==> src/hw/rtl/speed_mode_selector_hysteresis_dwell_defines.svh <==
// assertion macros for the speed mode selector
`ifndef SPEED_MODE_SELECTOR_HYSTERESIS_DWELL_DEFINES_SVH
`define SPEED_MODE_SELECTOR_HYSTERESIS_DWELL_DEFINES_SVH

`ifndef NO_ASSERTIONS
// same-cycle implication, checked out of reset
`define SMHD_ASSERT_IMPL(label, ante, cons, msg) \
  label: assert property (@(posedge clk_i) disable iff (!rst_ni) (ante) |-> (cons)) \
    else $error(msg);
// next-cycle implication, checked out of reset
`define SMHD_ASSERT_NEXT(label, ante, cons, msg) \
  label: assert property (@(posedge clk_i) disable iff (!rst_ni) (ante) |=> (cons)) \
    else $error(msg);
`else
`define SMHD_ASSERT_IMPL(label, ante, cons, msg)
`define SMHD_ASSERT_NEXT(label, ante, cons, msg)
`endif

`endif

==> src/hw/rtl/smhd_pkg.sv <==
// shared types and constants for the speed mode selector
`default_nettype none

package smhd_pkg;

  localparam int unsigned SpeedW   = 16;
  localparam int unsigned MsW      = 16;
  localparam int unsigned BandW    = 8;
  localparam int unsigned DwellW   = 16;
  localparam int unsigned NumThd   = 3;
  localparam int unsigned NumModes = 5;
  localparam int unsigned CfgIdxW  = 3;
  localparam int unsigned CfgDataW = 48;

  typedef enum logic [2:0] {
    MODE_NONE     = 3'd0,
    MODE_TOWN     = 3'd1,
    MODE_COUNTRY  = 3'd2,
    MODE_MOTORWAY = 3'd3,
    MODE_WEATHER  = 3'd4
  } mode_e;

  typedef enum logic [CfgIdxW-1:0] {
    REG_THRESHOLDS     = 3'd0,
    REG_HYSTERESIS     = 3'd1,
    REG_DWELL_NONE     = 3'd2,
    REG_DWELL_TOWN     = 3'd3,
    REG_DWELL_COUNTRY  = 3'd4,
    REG_DWELL_MOTORWAY = 3'd5,
    REG_DWELL_WEATHER  = 3'd6
  } cfg_idx_e;

  typedef struct packed {
    logic [NumThd-1:0][SpeedW-1:0]   upper;
    logic [BandW-1:0]                band;
    logic [NumModes-1:0][DwellW-1:0] dwell;
  } cfg_t;

  typedef struct packed {
    logic [MsW-1:0]    elapsed_ms;
    logic [SpeedW-1:0] speed;
    logic              wiper_active;
    logic              function_active;
  } item_t;

  typedef struct packed {
    mode_e reported_mode;
    mode_e candidate_mode;
    logic  dwell_met;
  } result_t;

endpackage

`default_nettype wire

==> src/hw/rtl/smhd_intf.sv <==
// valid/ready channel interfaces for items, results and configuration writes
`default_nettype none

interface smhd_item_if;
  logic                              valid;
  logic                              ready;
  logic [smhd_pkg::MsW-1:0]          elapsed_ms;
  logic [smhd_pkg::SpeedW-1:0]       speed;
  logic                              wiper_active;
  logic                              function_active;
  modport source (output valid, elapsed_ms, speed, wiper_active, function_active,
                  input ready);
  modport sink (input valid, elapsed_ms, speed, wiper_active, function_active,
                output ready);
endinterface

interface smhd_result_if;
  logic                 valid;
  logic                 ready;
  logic [2:0]           reported_mode;
  logic [2:0]           candidate_mode;
  logic                 dwell_met;
  modport source (output valid, reported_mode, candidate_mode, dwell_met, input ready);
  modport sink (input valid, reported_mode, candidate_mode, dwell_met, output ready);
endinterface

interface smhd_cfg_if;
  logic                          valid;
  logic                          ready;
  logic [smhd_pkg::CfgIdxW-1:0]  index;
  logic [smhd_pkg::CfgDataW-1:0] data;
  modport source (output valid, index, data, input ready);
  modport sink (input valid, index, data, output ready);
endinterface

`default_nettype wire

==> src/hw/rtl/smhd_cfg_regs.sv <==
// configuration register file: thresholds, hysteresis band and dwell times
`default_nettype none

module smhd_cfg_regs (
  input  wire logic                          clk_i,
  input  wire logic                          rst_ni,
  input  wire logic                          wr_en_i,
  input  wire logic [smhd_pkg::CfgIdxW-1:0]  wr_index_i,
  input  wire logic [smhd_pkg::CfgDataW-1:0] wr_data_i,
  output      smhd_pkg::cfg_t                cfg_o
);

  smhd_pkg::cfg_t cfg_q, cfg_d;

  always_comb begin
    cfg_d = cfg_q;
    if (wr_en_i) begin
      unique case (smhd_pkg::cfg_idx_e'(wr_index_i))
        smhd_pkg::REG_THRESHOLDS:     cfg_d.upper    = wr_data_i[47:0];
        smhd_pkg::REG_HYSTERESIS:     cfg_d.band     = wr_data_i[7:0];
        smhd_pkg::REG_DWELL_NONE:     cfg_d.dwell[0] = wr_data_i[15:0];
        smhd_pkg::REG_DWELL_TOWN:     cfg_d.dwell[1] = wr_data_i[15:0];
        smhd_pkg::REG_DWELL_COUNTRY:  cfg_d.dwell[2] = wr_data_i[15:0];
        smhd_pkg::REG_DWELL_MOTORWAY: cfg_d.dwell[3] = wr_data_i[15:0];
        smhd_pkg::REG_DWELL_WEATHER:  cfg_d.dwell[4] = wr_data_i[15:0];
        default:                      cfg_d = cfg_q; // unused index, ignored
      endcase
    end
  end

  always_ff @(posedge clk_i or negedge rst_ni) begin
    if (!rst_ni) begin
      cfg_q <= '0;
    end else begin
      cfg_q <= cfg_d;
    end
  end

  assign cfg_o = cfg_q;

endmodule

`default_nettype wire

==> src/hw/rtl/smhd_mode_core.sv <==
// mode selection state and single-pass update for one tick
`default_nettype none

module smhd_mode_core (
  input  wire logic              clk_i,
  input  wire logic              rst_ni,
  input  wire smhd_pkg::cfg_t    cfg_i,
  input  wire smhd_pkg::item_t   item_i,
  input  wire logic              step_i,
  output      smhd_pkg::result_t result_o
);

  logic [smhd_pkg::SpeedW-1:0] last_speed_q, last_speed_d;
  logic                        started_q, started_d;
  smhd_pkg::mode_e             active_q, active_d;
  smhd_pkg::mode_e             pending_q, pending_d;
  logic [smhd_pkg::DwellW-1:0] count_q, count_d;
  logic                        done_q, done_d;

  logic                        restart;
  logic                        rise, fall;
  smhd_pkg::mode_e             up_pick, low_pick, cand;
  smhd_pkg::mode_e             pend_base, active_base;
  logic [smhd_pkg::DwellW-1:0] count_base;
  logic                        done_base;
  logic [smhd_pkg::DwellW:0]   sum;
  logic [smhd_pkg::DwellW-1:0] dwell_sel;
  logic [smhd_pkg::NumThd-1:0][smhd_pkg::SpeedW-1:0] lower;
  logic [smhd_pkg::SpeedW:0]   diff [smhd_pkg::NumThd];

  // falling-speed thresholds, floored at zero
  always_comb begin
    for (int k = 0; k < smhd_pkg::NumThd; k++) begin
      diff[k]  = {1'b0, cfg_i.upper[k]} - {{(smhd_pkg::SpeedW + 1 - smhd_pkg::BandW){1'b0}},
                                           cfg_i.band};
      lower[k] = diff[k][smhd_pkg::SpeedW] ? '0 : diff[k][smhd_pkg::SpeedW-1:0];
    end
  end

  always_comb begin
    priority if (item_i.speed >= cfg_i.upper[2]) up_pick = smhd_pkg::MODE_MOTORWAY;
    else if (item_i.speed >= cfg_i.upper[1])     up_pick = smhd_pkg::MODE_COUNTRY;
    else if (item_i.speed >= cfg_i.upper[0])     up_pick = smhd_pkg::MODE_TOWN;
    else                                         up_pick = smhd_pkg::MODE_NONE;

    priority if (item_i.speed < lower[0]) low_pick = smhd_pkg::MODE_NONE;
    else if (item_i.speed < lower[1])     low_pick = smhd_pkg::MODE_TOWN;
    else if (item_i.speed < lower[2])     low_pick = smhd_pkg::MODE_COUNTRY;
    else                                  low_pick = smhd_pkg::MODE_MOTORWAY;
  end

  always_comb begin
    restart = !started_q;
    rise    = (item_i.speed > last_speed_q) || restart;
    fall    = item_i.speed < last_speed_q;

    // a restart clears the timing state before the candidate is compared
    pend_base   = restart ? smhd_pkg::MODE_NONE : pending_q;
    active_base = restart ? smhd_pkg::MODE_NONE : active_q;
    count_base  = restart ? '0 : count_q;
    done_base   = restart ? 1'b0 : done_q;

    cand = pending_q;
    if (rise) cand = up_pick;
    if (fall) cand = low_pick;
    if ((cand > smhd_pkg::MODE_TOWN) && item_i.wiper_active) cand = smhd_pkg::MODE_WEATHER;

    sum = {1'b0, count_base} + {1'b0, item_i.elapsed_ms};
    if (cand != pend_base) begin
      pending_d = cand;
      count_d   = '0;
      done_d    = 1'b0;
    end else begin
      pending_d = pend_base;
      count_d   = sum[smhd_pkg::DwellW] ? '1 : sum[smhd_pkg::DwellW-1:0];
      done_d    = done_base;
    end

    unique case (pending_d)
      smhd_pkg::MODE_NONE:     dwell_sel = cfg_i.dwell[0];
      smhd_pkg::MODE_TOWN:     dwell_sel = cfg_i.dwell[1];
      smhd_pkg::MODE_COUNTRY:  dwell_sel = cfg_i.dwell[2];
      smhd_pkg::MODE_MOTORWAY: dwell_sel = cfg_i.dwell[3];
      smhd_pkg::MODE_WEATHER:  dwell_sel = cfg_i.dwell[4];
      default:                 dwell_sel = '1;
    endcase

    if (count_d >= dwell_sel) done_d = 1'b1;
    active_d     = done_d ? pending_d : active_base;
    started_d    = item_i.function_active;
    last_speed_d = item_i.speed;

    result_o.reported_mode  = item_i.function_active ? active_d : smhd_pkg::MODE_NONE;
    result_o.candidate_mode = pending_d;
    result_o.dwell_met      = done_d;
  end

  always_ff @(posedge clk_i or negedge rst_ni) begin
    if (!rst_ni) begin
      last_speed_q <= '0;
      started_q    <= 1'b0;
      active_q     <= smhd_pkg::MODE_NONE;
      pending_q    <= smhd_pkg::MODE_NONE;
      count_q      <= '0;
      done_q       <= 1'b0;
    end else if (step_i) begin
      last_speed_q <= last_speed_d;
      started_q    <= started_d;
      active_q     <= active_d;
      pending_q    <= pending_d;
      count_q      <= count_d;
      done_q       <= done_d;
    end
  end

endmodule

`default_nettype wire

==> src/hw/rtl/speed_mode_selector_hysteresis_dwell.sv <==
// Speed mode selector with hysteresis and dwell timing: top level.
//
// item_i carries one tick (elapsed_ms, speed, wiper_active, function_active);
// result_o returns one result per tick (reported_mode, candidate_mode,
// dwell_met) in order. cfg_i writes register index/data pairs; it is always
// ready and should only be used while no tick is in flight.
// A tick transfer lands in the input register; once the output stage is free
// the mode update runs in one pass and the result lands in the output register.
// Throughput is one tick per cycle while the receiver does not stall: the input
// register refills in the same cycle it drains.
// A stalled receiver holds the result register; the input register then
// holds its tick and ready drops only once both stages are full.
// Reset clears all configuration registers and the mode state (restart
// pending, modes none, dwell counter zero) and empties both stages.
`default_nettype none
`include "speed_mode_selector_hysteresis_dwell_defines.svh"

module speed_mode_selector_hysteresis_dwell (
  input wire logic    clk_i,
  input wire logic    rst_ni,
  smhd_item_if.sink   item_i,
  smhd_cfg_if.sink    cfg_i,
  smhd_result_if.source result_o
);

  smhd_pkg::cfg_t    cfg;
  smhd_pkg::item_t   in_q;
  logic              in_valid_q;
  smhd_pkg::result_t res;
  smhd_pkg::result_t out_q;
  logic              out_valid_q;
  logic              advance;
  logic              in_ready;

  assign cfg_i.ready = 1'b1;

  smhd_cfg_regs u_cfg (
    .clk_i,
    .rst_ni,
    .wr_en_i    (cfg_i.valid),
    .wr_index_i (cfg_i.index),
    .wr_data_i  (cfg_i.data),
    .cfg_o      (cfg)
  );

  // the tick in the input register moves on when the output stage is free
  assign advance  = in_valid_q && (!out_valid_q || result_o.ready);
  assign in_ready = !in_valid_q || advance;
  assign item_i.ready = in_ready;

  always_ff @(posedge clk_i or negedge rst_ni) begin
    if (!rst_ni) begin
      in_valid_q <= 1'b0;
    end else if (in_ready) begin
      in_valid_q <= item_i.valid;
    end
  end

  always_ff @(posedge clk_i) begin
    if (in_ready && item_i.valid) begin
      in_q.elapsed_ms      <= item_i.elapsed_ms;
      in_q.speed           <= item_i.speed;
      in_q.wiper_active    <= item_i.wiper_active;
      in_q.function_active <= item_i.function_active;
    end
  end

  smhd_mode_core u_core (
    .clk_i,
    .rst_ni,
    .cfg_i    (cfg),
    .item_i   (in_q),
    .step_i   (advance),
    .result_o (res)
  );

  always_ff @(posedge clk_i or negedge rst_ni) begin
    if (!rst_ni) begin
      out_valid_q <= 1'b0;
    end else if (advance) begin
      out_valid_q <= 1'b1;
    end else if (result_o.ready) begin
      out_valid_q <= 1'b0;
    end
  end

  always_ff @(posedge clk_i) begin
    if (advance) begin
      out_q <= res;
    end
  end

  assign result_o.valid          = out_valid_q;
  assign result_o.reported_mode  = out_q.reported_mode;
  assign result_o.candidate_mode = out_q.candidate_mode;
  assign result_o.dwell_met      = out_q.dwell_met;

  // a met dwell means the active mode is the candidate, unless reported as none
  `SMHD_ASSERT_IMPL(a_met_reports_candidate, out_valid_q && out_q.dwell_met,
    out_q.reported_mode == out_q.candidate_mode ||
    out_q.reported_mode == smhd_pkg::MODE_NONE, "dwell met but mode not taken")
  `SMHD_ASSERT_NEXT(a_advance_fills_output, advance, out_valid_q,
    "advanced tick did not reach the result register")
  `SMHD_ASSERT_NEXT(a_stall_keeps_input, in_valid_q && out_valid_q && !result_o.ready,
    in_valid_q, "tick lost while the receiver stalls")

endmodule

`default_nettype wire
==> src/flat_wrapper.sv <==
// flat-port wrapper written by rule: the top's interface ports become plain ports
module speed_mode_selector_hysteresis_dwell_flat 
  (clk_i, rst_ni, item_i_valid, item_i_elapsed_ms, item_i_speed, item_i_wiper_active, item_i_function_active, item_i_ready, cfg_i_valid, cfg_i_index, cfg_i_data, cfg_i_ready, result_o_valid, result_o_reported_mode, result_o_candidate_mode, result_o_dwell_met, result_o_ready);
  smhd_item_if item_i_i ();
  smhd_cfg_if cfg_i_i ();
  smhd_result_if result_o_i ();
  input wire logic clk_i;
  input wire logic rst_ni;
  input wire logic [$bits(item_i_i.valid)-1:0] item_i_valid;
  input wire logic [$bits(item_i_i.elapsed_ms)-1:0] item_i_elapsed_ms;
  input wire logic [$bits(item_i_i.speed)-1:0] item_i_speed;
  input wire logic [$bits(item_i_i.wiper_active)-1:0] item_i_wiper_active;
  input wire logic [$bits(item_i_i.function_active)-1:0] item_i_function_active;
  output wire logic [$bits(item_i_i.ready)-1:0] item_i_ready;
  input wire logic [$bits(cfg_i_i.valid)-1:0] cfg_i_valid;
  input wire logic [$bits(cfg_i_i.index)-1:0] cfg_i_index;
  input wire logic [$bits(cfg_i_i.data)-1:0] cfg_i_data;
  output wire logic [$bits(cfg_i_i.ready)-1:0] cfg_i_ready;
  output wire logic [$bits(result_o_i.valid)-1:0] result_o_valid;
  output wire logic [$bits(result_o_i.reported_mode)-1:0] result_o_reported_mode;
  output wire logic [$bits(result_o_i.candidate_mode)-1:0] result_o_candidate_mode;
  output wire logic [$bits(result_o_i.dwell_met)-1:0] result_o_dwell_met;
  input wire logic [$bits(result_o_i.ready)-1:0] result_o_ready;
  assign item_i_i.valid = item_i_valid;
  assign item_i_i.elapsed_ms = item_i_elapsed_ms;
  assign item_i_i.speed = item_i_speed;
  assign item_i_i.wiper_active = item_i_wiper_active;
  assign item_i_i.function_active = item_i_function_active;
  assign item_i_ready = item_i_i.ready;
  assign cfg_i_i.valid = cfg_i_valid;
  assign cfg_i_i.index = cfg_i_index;
  assign cfg_i_i.data = cfg_i_data;
  assign cfg_i_ready = cfg_i_i.ready;
  assign result_o_valid = result_o_i.valid;
  assign result_o_reported_mode = result_o_i.reported_mode;
  assign result_o_candidate_mode = result_o_i.candidate_mode;
  assign result_o_dwell_met = result_o_i.dwell_met;
  assign result_o_i.ready = result_o_ready;
  speed_mode_selector_hysteresis_dwell u_core (.clk_i(clk_i), .rst_ni(rst_ni), .item_i(item_i_i), .cfg_i(cfg_i_i), .result_o(result_o_i));
endmodule
==> config.mk <==
export PLATFORM = sky130hd
export DESIGN_NAME = speed_mode_selector_hysteresis_dwell_flat
export DESIGN_NICKNAME = d
export VERILOG_FILES = /design/src/hw/rtl/smhd_pkg.sv /design/src/hw/rtl/smhd_intf.sv /design/src/hw/rtl/smhd_cfg_regs.sv /design/src/hw/rtl/smhd_mode_core.sv /design/src/hw/rtl/speed_mode_selector_hysteresis_dwell.sv /design/src/flat_wrapper.sv
export VERILOG_INCLUDE_DIRS = /design/src /design/src/hw/rtl
export SDC_FILE = /design/constraint.sdc
export NUM_CORES = 1
export LEC_CHECK = 0
export BUFFER_PORTS_ARGS = -buffer_cell sky130_fd_sc_hd__buf_4
export CORE_MARGIN = 2
export CORE_UTILIZATION = 40
export CTS_BUF_LIST = sky130_fd_sc_hd__clkbuf_4 sky130_fd_sc_hd__clkbuf_8
export DETAILED_ROUTE_END_ITERATION = 8
export GPL_ROUTABILITY_DRIVEN = 1
export PLACE_DENSITY_LB_ADDON = 0.3
export SYNTH_ARGS = -nofsm -noshare
export SYNTH_HDL_FRONTEND = slang
export SYNTH_HIERARCHICAL = 1
export SYNTH_SLANG_ARGS = --single-unit
export TNS_END_PERCENT = 30
==> constraint.sdc <==
create_clock -name clk_i -period 19.5 [get_ports clk_i]
set_clock_uncertainty 0.15 [all_clocks]
set_input_delay 2.925 -clock clk_i [delete_from_list [all_inputs] [get_ports clk_i]]
set_output_delay 2.925 -clock clk_i [all_outputs]
set_load 0.03 [all_outputs]
* Yosys cells after proc, flatten, opt, wreduce, memory -nomap -nowiden
Cells that the tools add are included.
** Storage, ports and cells
- Flip-flop bits (word level) :: 219
- Bits of input ports :: 90
- Word-level logic and storage cells :: 93
** Operators by class
- $add $sub $neg :: 4
- Magnitude comparators :: 10
- Equality and inequality tests :: 11
- Multiplexer cells :: 25
- Reductions and logical operators :: 19
** Operators by type and width (number)
- 2-to-1 mux 16 bit :: 6
- case mux 16 bit (5 select lines) :: 1
- greater-or-equal comparator 16 bit :: 4
- less-than comparator 16 bit :: 4
- subtractor 16 x 8 -> 17 bit :: 3
- 2-to-1 mux 3 bit :: 7
- adder 16 x 16 -> 17 bit :: 1
- > comparator 16 bit :: 1
- AND reduction 2 bit :: 7
- == test 3 x 2 -> 1 bit (second input constant) :: 4
- == test 3 bit (second input constant) :: 4
- 2-to-1 mux 2 bit :: 4
- 2-to-1 mux 1 bit :: 7
- == test 3 x 1 -> 1 bit (second input constant) :: 2
- zero test 3 bit :: 2
- > comparator 3 x 1 -> 1 bit (second input constant) :: 1
- logical AND 1 bit :: 3
- zero test 1 bit :: 3
- logical OR 1 bit :: 3
- inequality test 3 bit :: 1
- nonzero test 2 bit :: 1

* Depth between registers and ports, before layout
- Word-level depth :: 17
- Mapped depth :: 39
- Gate-level depth less buffers :: 36

* By module
The synthesis kept the hierarchy.
** Modules (own cells, without submodules)
- smhd_mode_core :: times used 1, cells an instance 960, area an instance 7718.7 um^2, sequential area each 1001.0 um^2
- smhd_cfg_regs :: times used 1, cells an instance 293, area an instance 5136.2 um^2, sequential area each 3403.3 um^2
- speed_mode_selector_hysteresis_dwell :: times used 1, cells an instance 51, area an instance 1346.3 um^2, sequential area each 1281.2 um^2

* Worst setup path after synthesis
OpenSTA, ideal clock, no wires.
- Path type :: register -> register
- From :: register u_core.u_cfg.cfg_q (netlist bit u_core/u_cfg/cfg_o[81])
- To :: register u_core.out_q (netlist bit u_core/result_o.dwell_met), data pin
- Setup time :: 251 ps
- Data arrival time :: 6464 ps
- Setup slack :: 12635 ps
- Stages on the path, launching flop included :: 39
- Period minus slack after synthesis :: 6865 ps
- Cells stage by stage :: dfrtp_1 inv_1 ha_1 nor2b_1 o21ai_0 nand2b_1 a21o_1 a21o_1 a21o_1 a21o_1 a211o_1 nor3_1 xnor2_1 nand2_1 ha_1 nand4_1 nor3_1 o31ai_1 (+3 left out) a22oi_2 buf_6 or2_1 clkbuf_1 clkbuf_1 o21ai_0 o221ai_1 ha_1 nand2b_1 a21o_1 a21oi_1 nor2b_1 o21ai_0 a211o_1 a21oi_1 o21ai_0 o21ai_2 buf_4
** Between the ends
- Word-level cells in the longest chain between the ends :: 16
- Elaborated cells between the ends (all ways) :: 28
- Those cells by class :: add/sub: 3; order compare: 5; eq/ne: 5; mux: 13; reduce/logical: 2
** Ends and longest elaborated chain
- start, declared :: line smhd_cfg_regs.sv:13 : smhd_pkg::cfg_t cfg_q, cfg_d;
- start signal, assigned :: line smhd_cfg_regs.sv:35 : cfg_q <= cfg_d;
- subtractor 16 x 8 -> 17 bit :: line smhd_mode_core.sv:34 : diff[k] = {1'b0, cfg_i.upper[k]} - {{(smhd_pkg::SpeedW + 1 - smhd_pkg::BandW){1'b0}},
- 2-to-1 mux 16 bit :: line smhd_mode_core.sv:36 : lower[k] = diff[k][smhd_pkg::SpeedW] ? '0 : diff[k][smhd_pkg::SpeedW-1:0];
- less-than comparator 16 bit :: line smhd_mode_core.sv:48 : else if (item_i.speed < lower[2]) low_pick = smhd_pkg::MODE_COUNTRY;
- 2-to-1 mux 1 bit :: line smhd_mode_core.sv:48
- 2-to-1 mux 2 bit :: line smhd_mode_core.sv:47 : else if (item_i.speed < lower[1]) low_pick = smhd_pkg::MODE_TOWN;
- 2-to-1 mux 2 bit (*) :: line smhd_mode_core.sv:46 : priority if (item_i.speed < lower[0]) low_pick = smhd_pkg::MODE_NONE;
- 2-to-1 mux 3 bit (*) :: line smhd_mode_core.sv:65 : if (fall) cand = low_pick;
- > comparator 3 x 1 -> 1 bit :: line smhd_mode_core.sv:66 : if ((cand > smhd_pkg::MODE_TOWN) && item_i.wiper_active) cand = smhd_pkg::MODE_WEATHER;
- logical AND 1 bit :: line smhd_mode_core.sv:66
- 2-to-1 mux 3 bit (*) :: line smhd_mode_core.sv:66
- inequality test 3 bit :: line smhd_mode_core.sv:69 : if (cand != pend_base) begin
- 2-to-1 mux 3 bit :: line smhd_mode_core.sv:69
- == test 3 bit, or another cell as far along :: line smhd_mode_core.sv:79 : unique case (pending_d)
- case mux 16 bit (5 select lines) :: line smhd_mode_core.sv:79
- greater-or-equal comparator 16 bit :: line smhd_mode_core.sv:88 : if (count_d >= dwell_sel) done_d = 1'b1;
- 2-to-1 mux 1 bit (*) :: line smhd_mode_core.sv:88
- named net u_core.u_core.done_d :: line smhd_mode_core.sv:18 : logic done_q, done_d;
- end signal, assigned :: line speed_mode_selector_hysteresis_dwell.sv:89 : out_q <= res;
- end, declared :: line speed_mode_selector_hysteresis_dwell.sv:30 : smhd_pkg::result_t out_q;
Mark *: on every way through the listed nets, which the timed path passes. The rest lies on a longest branch.
A chain may end at the register's enable or synchronous reset.

==> metrics.md <==
| Metric | Value |
|---|---|
| Placed cells | `1828` |
| Die width | `192 um` |
| Crit path from | `u_core/u_cfg/cfg_o[80]$_DFFE_PN0P_` |
| Final HPWL DP | `25.2 mm` |
| Cts repair resizes | `0` |
| Antenna-violating nets left | `0` |
| CTS H-Tree Depth | `2` |
| Syn Std Cell Area | `0.0142 mm^2` |
| Async set-reset flop share out of synthesis | `81.3%` |
| Setup Buffers After CTS | `0` |
| Final RePlAce weighted congestion | `0.831` |
| Number of buffers created by CTS | `38` |
| Non-Filler Instances | `1898` |
| Inserted Diodes | `0` |
| Global Route Usage Sum | `19.2%` |
| Top post-synthesis cells by area | `dfrtp_1 (31%), ha_1 (15%), mux2_2 (11%), edfxtp_1 (8.7%), mux2i_1 (2.7%)` |
| Flop2flop setup slack | `11.02 ns` |
| Slowest CP cell | `o21ai_0` |
| Global-route wire length before repair | `55.6 mm` |
| Hold WC Path Type | `reg -> reg` |
| Final setup viols | `0` |
| Hold buffers post-CTS | `0` |
| Synthesized netlist cell count | `1304` |
| Hold path cells | `1` |
| Crit path to | `u_core/result_o.reported_mode[0]$_DFFE_PP_` |
| Initial antenna violation count | `0` |
| Vias in the first global route | `10200` |
| Clock buffer depth | `3` |
| Setup CP Type | `reg -> reg` |
| Worst path max stage delay | `0.62 ns` |
| Final Max Slew Viols | `0` |
| Die H | `192 um` |
| Clk slew on worst S/H paths | `0.06 ns` |
| RSZ-0062 raised after global routing | `no` |
| TritonRoute pass-1 iters | `5` |
| Via count | `10200` |
| Reg2reg path depth | `33` |
| Core area | `0.0352 mm^2` |
| Commonest non-fill, non-tap cells in the layout | `dfrtp_1 (178), ha_1 (165), mux2_2 (136), buf_4 (104), inv_1 (91)` |
| Slew at the pin closest to its max-slew limit | `0.987 ns` |
| Period Utilization, post-route | `43.5%` |
| Ports | `100` |
| I/O Buffers | `98` |
| Synth top area share | `31.4%` |
| Setup WS pre-CTS | `11.08 ns` |
| Maximum vdd ir drop | `0.0703 mV` |
| Pleak | `7.55 nW` |
| GR Overflow Total | `0` |
| Fillers | `3326` |
| Largest net degree at the start of global routing | `101` |
| Slack of the critical path | `11.02 ns` |
| Setup TNS | `0 ns` |
| Synth Net Count | `1563` |
| DRC | `0` |
| Root buffer cell | `clkbuf_8` |
| Total of max-cap violations | `0` |
| Clock period minus final worst setup slack | `8.48 ns` |
| Row cnt | `69` |
| Hold_ws | `0.333 ns` |
| Vias per cell | `5.38` |
| Most used cell, CP | `o21ai_0` |
| Die area | `0.0370 mm^2` |
| Starting DRT DRC Count | `645` |
| FMAX | `118 MHz` |
| Initial Utilization | `40.3%` |
| Clock sink count | `219` |
| Clock tree from TritonCTS | `done` |
| Final hold vios | `0` |
| Synth cell types | `81` |
| # nets final | `1666` |
| Area growth, synth to finish | `14.4%` |
| Crit. End Element | `flop` |
| Yosys reg bits | `219` |
| Routed WL | `35.2 mm` |
| Slew headroom | `34.2%` |
| DR WL/cell | `18.5 um` |
| Crit-path max FO | `38` |
| Largest area contributor in the netlist | `dfrtp_1` |
| Synth Flop Type | `dfrtp_1` |
| Avg Cell Area, Syn | `10.9 um^2` |
| Status | `completed` |
| Pwr dens | `124 mW/mm^2` |
| Capturing point of the worst reg2reg path | `u_core/result_o.reported_mode[0]$_DFFE_PP_` |
| WP data required | `19.65 ns` |
| Skew-Pair Late Insertion Delay | `0.57 ns` |
| Most common cell after layout, fill and taps aside | `dfrtp_1` |
| Synth Warn # | `6` |
| Pwr Total | `2.01 mW` |
| Data arrival, critical path | `8.63 ns` |
| Share of cells above drive strength 1 | `25.1%` |
| Post-synth EDFFs | `41` |
| Sequential-to-total area share from yosys stat | `40.0%` |
| Crit start category | `flop` |
| Critical R2R Launch | `u_core/u_cfg/cfg_o[80]$_DFFE_PN0P_` |
worst min-delay path by stage:
stage	start	end	slack, ns
2_1_floorplan	u_core/u_core/count_q[0]$_DFFE_PN0P_	u_core/u_core/count_q[0]$_DFFE_PN0P_	0.29
3_3_place_gp	u_core/u_core/count_q[0]$_DFFE_PN0P_	u_core/u_core/count_q[0]$_DFFE_PN0P_	0.31
3_5_place_dp	u_core/u_core/count_q[2]$_DFFE_PN0P_	u_core/u_core/count_q[2]$_DFFE_PN0P_	0.32
4_1_cts	u_core/u_core/count_q[3]$_DFFE_PN0P_	u_core/u_core/count_q[3]$_DFFE_PN0P_	0.34
5_1_grt	u_core/u_core/count_q[4]$_DFFE_PN0P_	u_core/u_core/count_q[4]$_DFFE_PN0P_	0.36
6_report	u_core/u_core/count_q[3]$_DFFE_PN0P_	u_core/u_core/count_q[3]$_DFFE_PN0P_	0.33
report_power, final:
group | internal (mW) | leakage (nW) | switching (mW) | total (mW)
clock | 0.300 | 0.482 | 0.199 | 0.499
combinational | 0.400 | 4.51 | 0.470 | 0.870
sequential | 0.566 | 2.56 | 0.0747 | 0.641
total | 1.27 | 7.55 | 0.743 | 2.01
routing by layer:
layer,global-route usage [%],routed length [um]
met3,3.20,1560
met5,0,0
met2,30.1,15800
met4,4.67,586
met1,27.7,17200
worst max-delay path, delay by kind of cell, from the launching register on:
| kind | cells | cell delay (ns) |
|---|---|---|
| buffers and inverters | 1 | 0.54 |
| and+or+nand+nor | 13 | 2.63 |
| DFF | 1 | 0.42 |
| muxes | 1 | 0.17 |
| AOI/OAI and AO/OA | 14 | 3.06 |
| adders and majority gates | 4 | 1.21 |
through the flow:
stage | utilization, % | instance area, um^2
3_5_place_dp | 43.5 | 15300
3_3_place_gp | 43.5 | 15300
5_1_grt | 46.1 | 16200
4_1_cts | 46.1 | 16200
6_report | 46.1 | 16200
2_1_floorplan | - | 14200
cells in the mapped netlist (9+ instances only):
library cell,number
mux2_2,136
a211oi_1,12
nand2b_1,21
and2_1,17
dfrtp_1,178
nand4_1,22
nand3_1,18
xor2_1,9
o21ai_0,69
nor3_1,14
o221a_2,15
nand2_1,89
ha_1,165
nor2b_1,12
a21oi_1,50
clkbuf_1,18
xnor2_1,33
a21o_1,37
o2bb2ai_2,10
edfxtp_1,41
mux2i_1,39
inv_1,91
nor2_1,64
buf_2,12
kinds of logic (layout without fill, tap and decap cells):
logic type                 count (synthesis)  count (layout)  synth area share [%]
muxes                                    179             179                  13.9
buffers and inverters                    134             267                  4.20
xor gates and xnor gates                  42              42                  2.59
AOI/OAI and AO/OA                        267             267                  13.6
adders and majority gates                169             169                  15.1
other                                      1               1                0.0264
and+or+nand+nor                          293             293                  10.6
DFF                                      219             219                  40.0
flip-flops by register name, indices dropped and copies added, names as in the netlist:
register                        flops
u_core/in_q                        34
u_core/in_valid_q                   1
u_core/result_o.candidate_mode      3
u_core/result_o.dwell_met           1
u_core/result_o.reported_mode       3
u_core/result_o.valid               1
u_core/u_cfg/cfg_o                136
u_core/u_core/active_q              3
u_core/u_core/count_q              16
u_core/u_core/done_q                1
u_core/u_core/last_speed_q         16
u_core/u_core/pending_q             3
u_core/u_core/started_q             1
final cells by class:
class | instances | area, um^2 | share of cell area, %
tap | 461 | 577 | 3.55
clock buffer | 60 | 751 | 4.62
sequential | 219 | 5690 | 35.0
clock inverter | 10 | 170 | 1.05
timing repair buffer | 105 | 792 | 4.87
multi-input combinational | 951 | 7930 | 48.8
inverter | 92 | 345 | 2.13
Power figures use the tool's default switching activity.
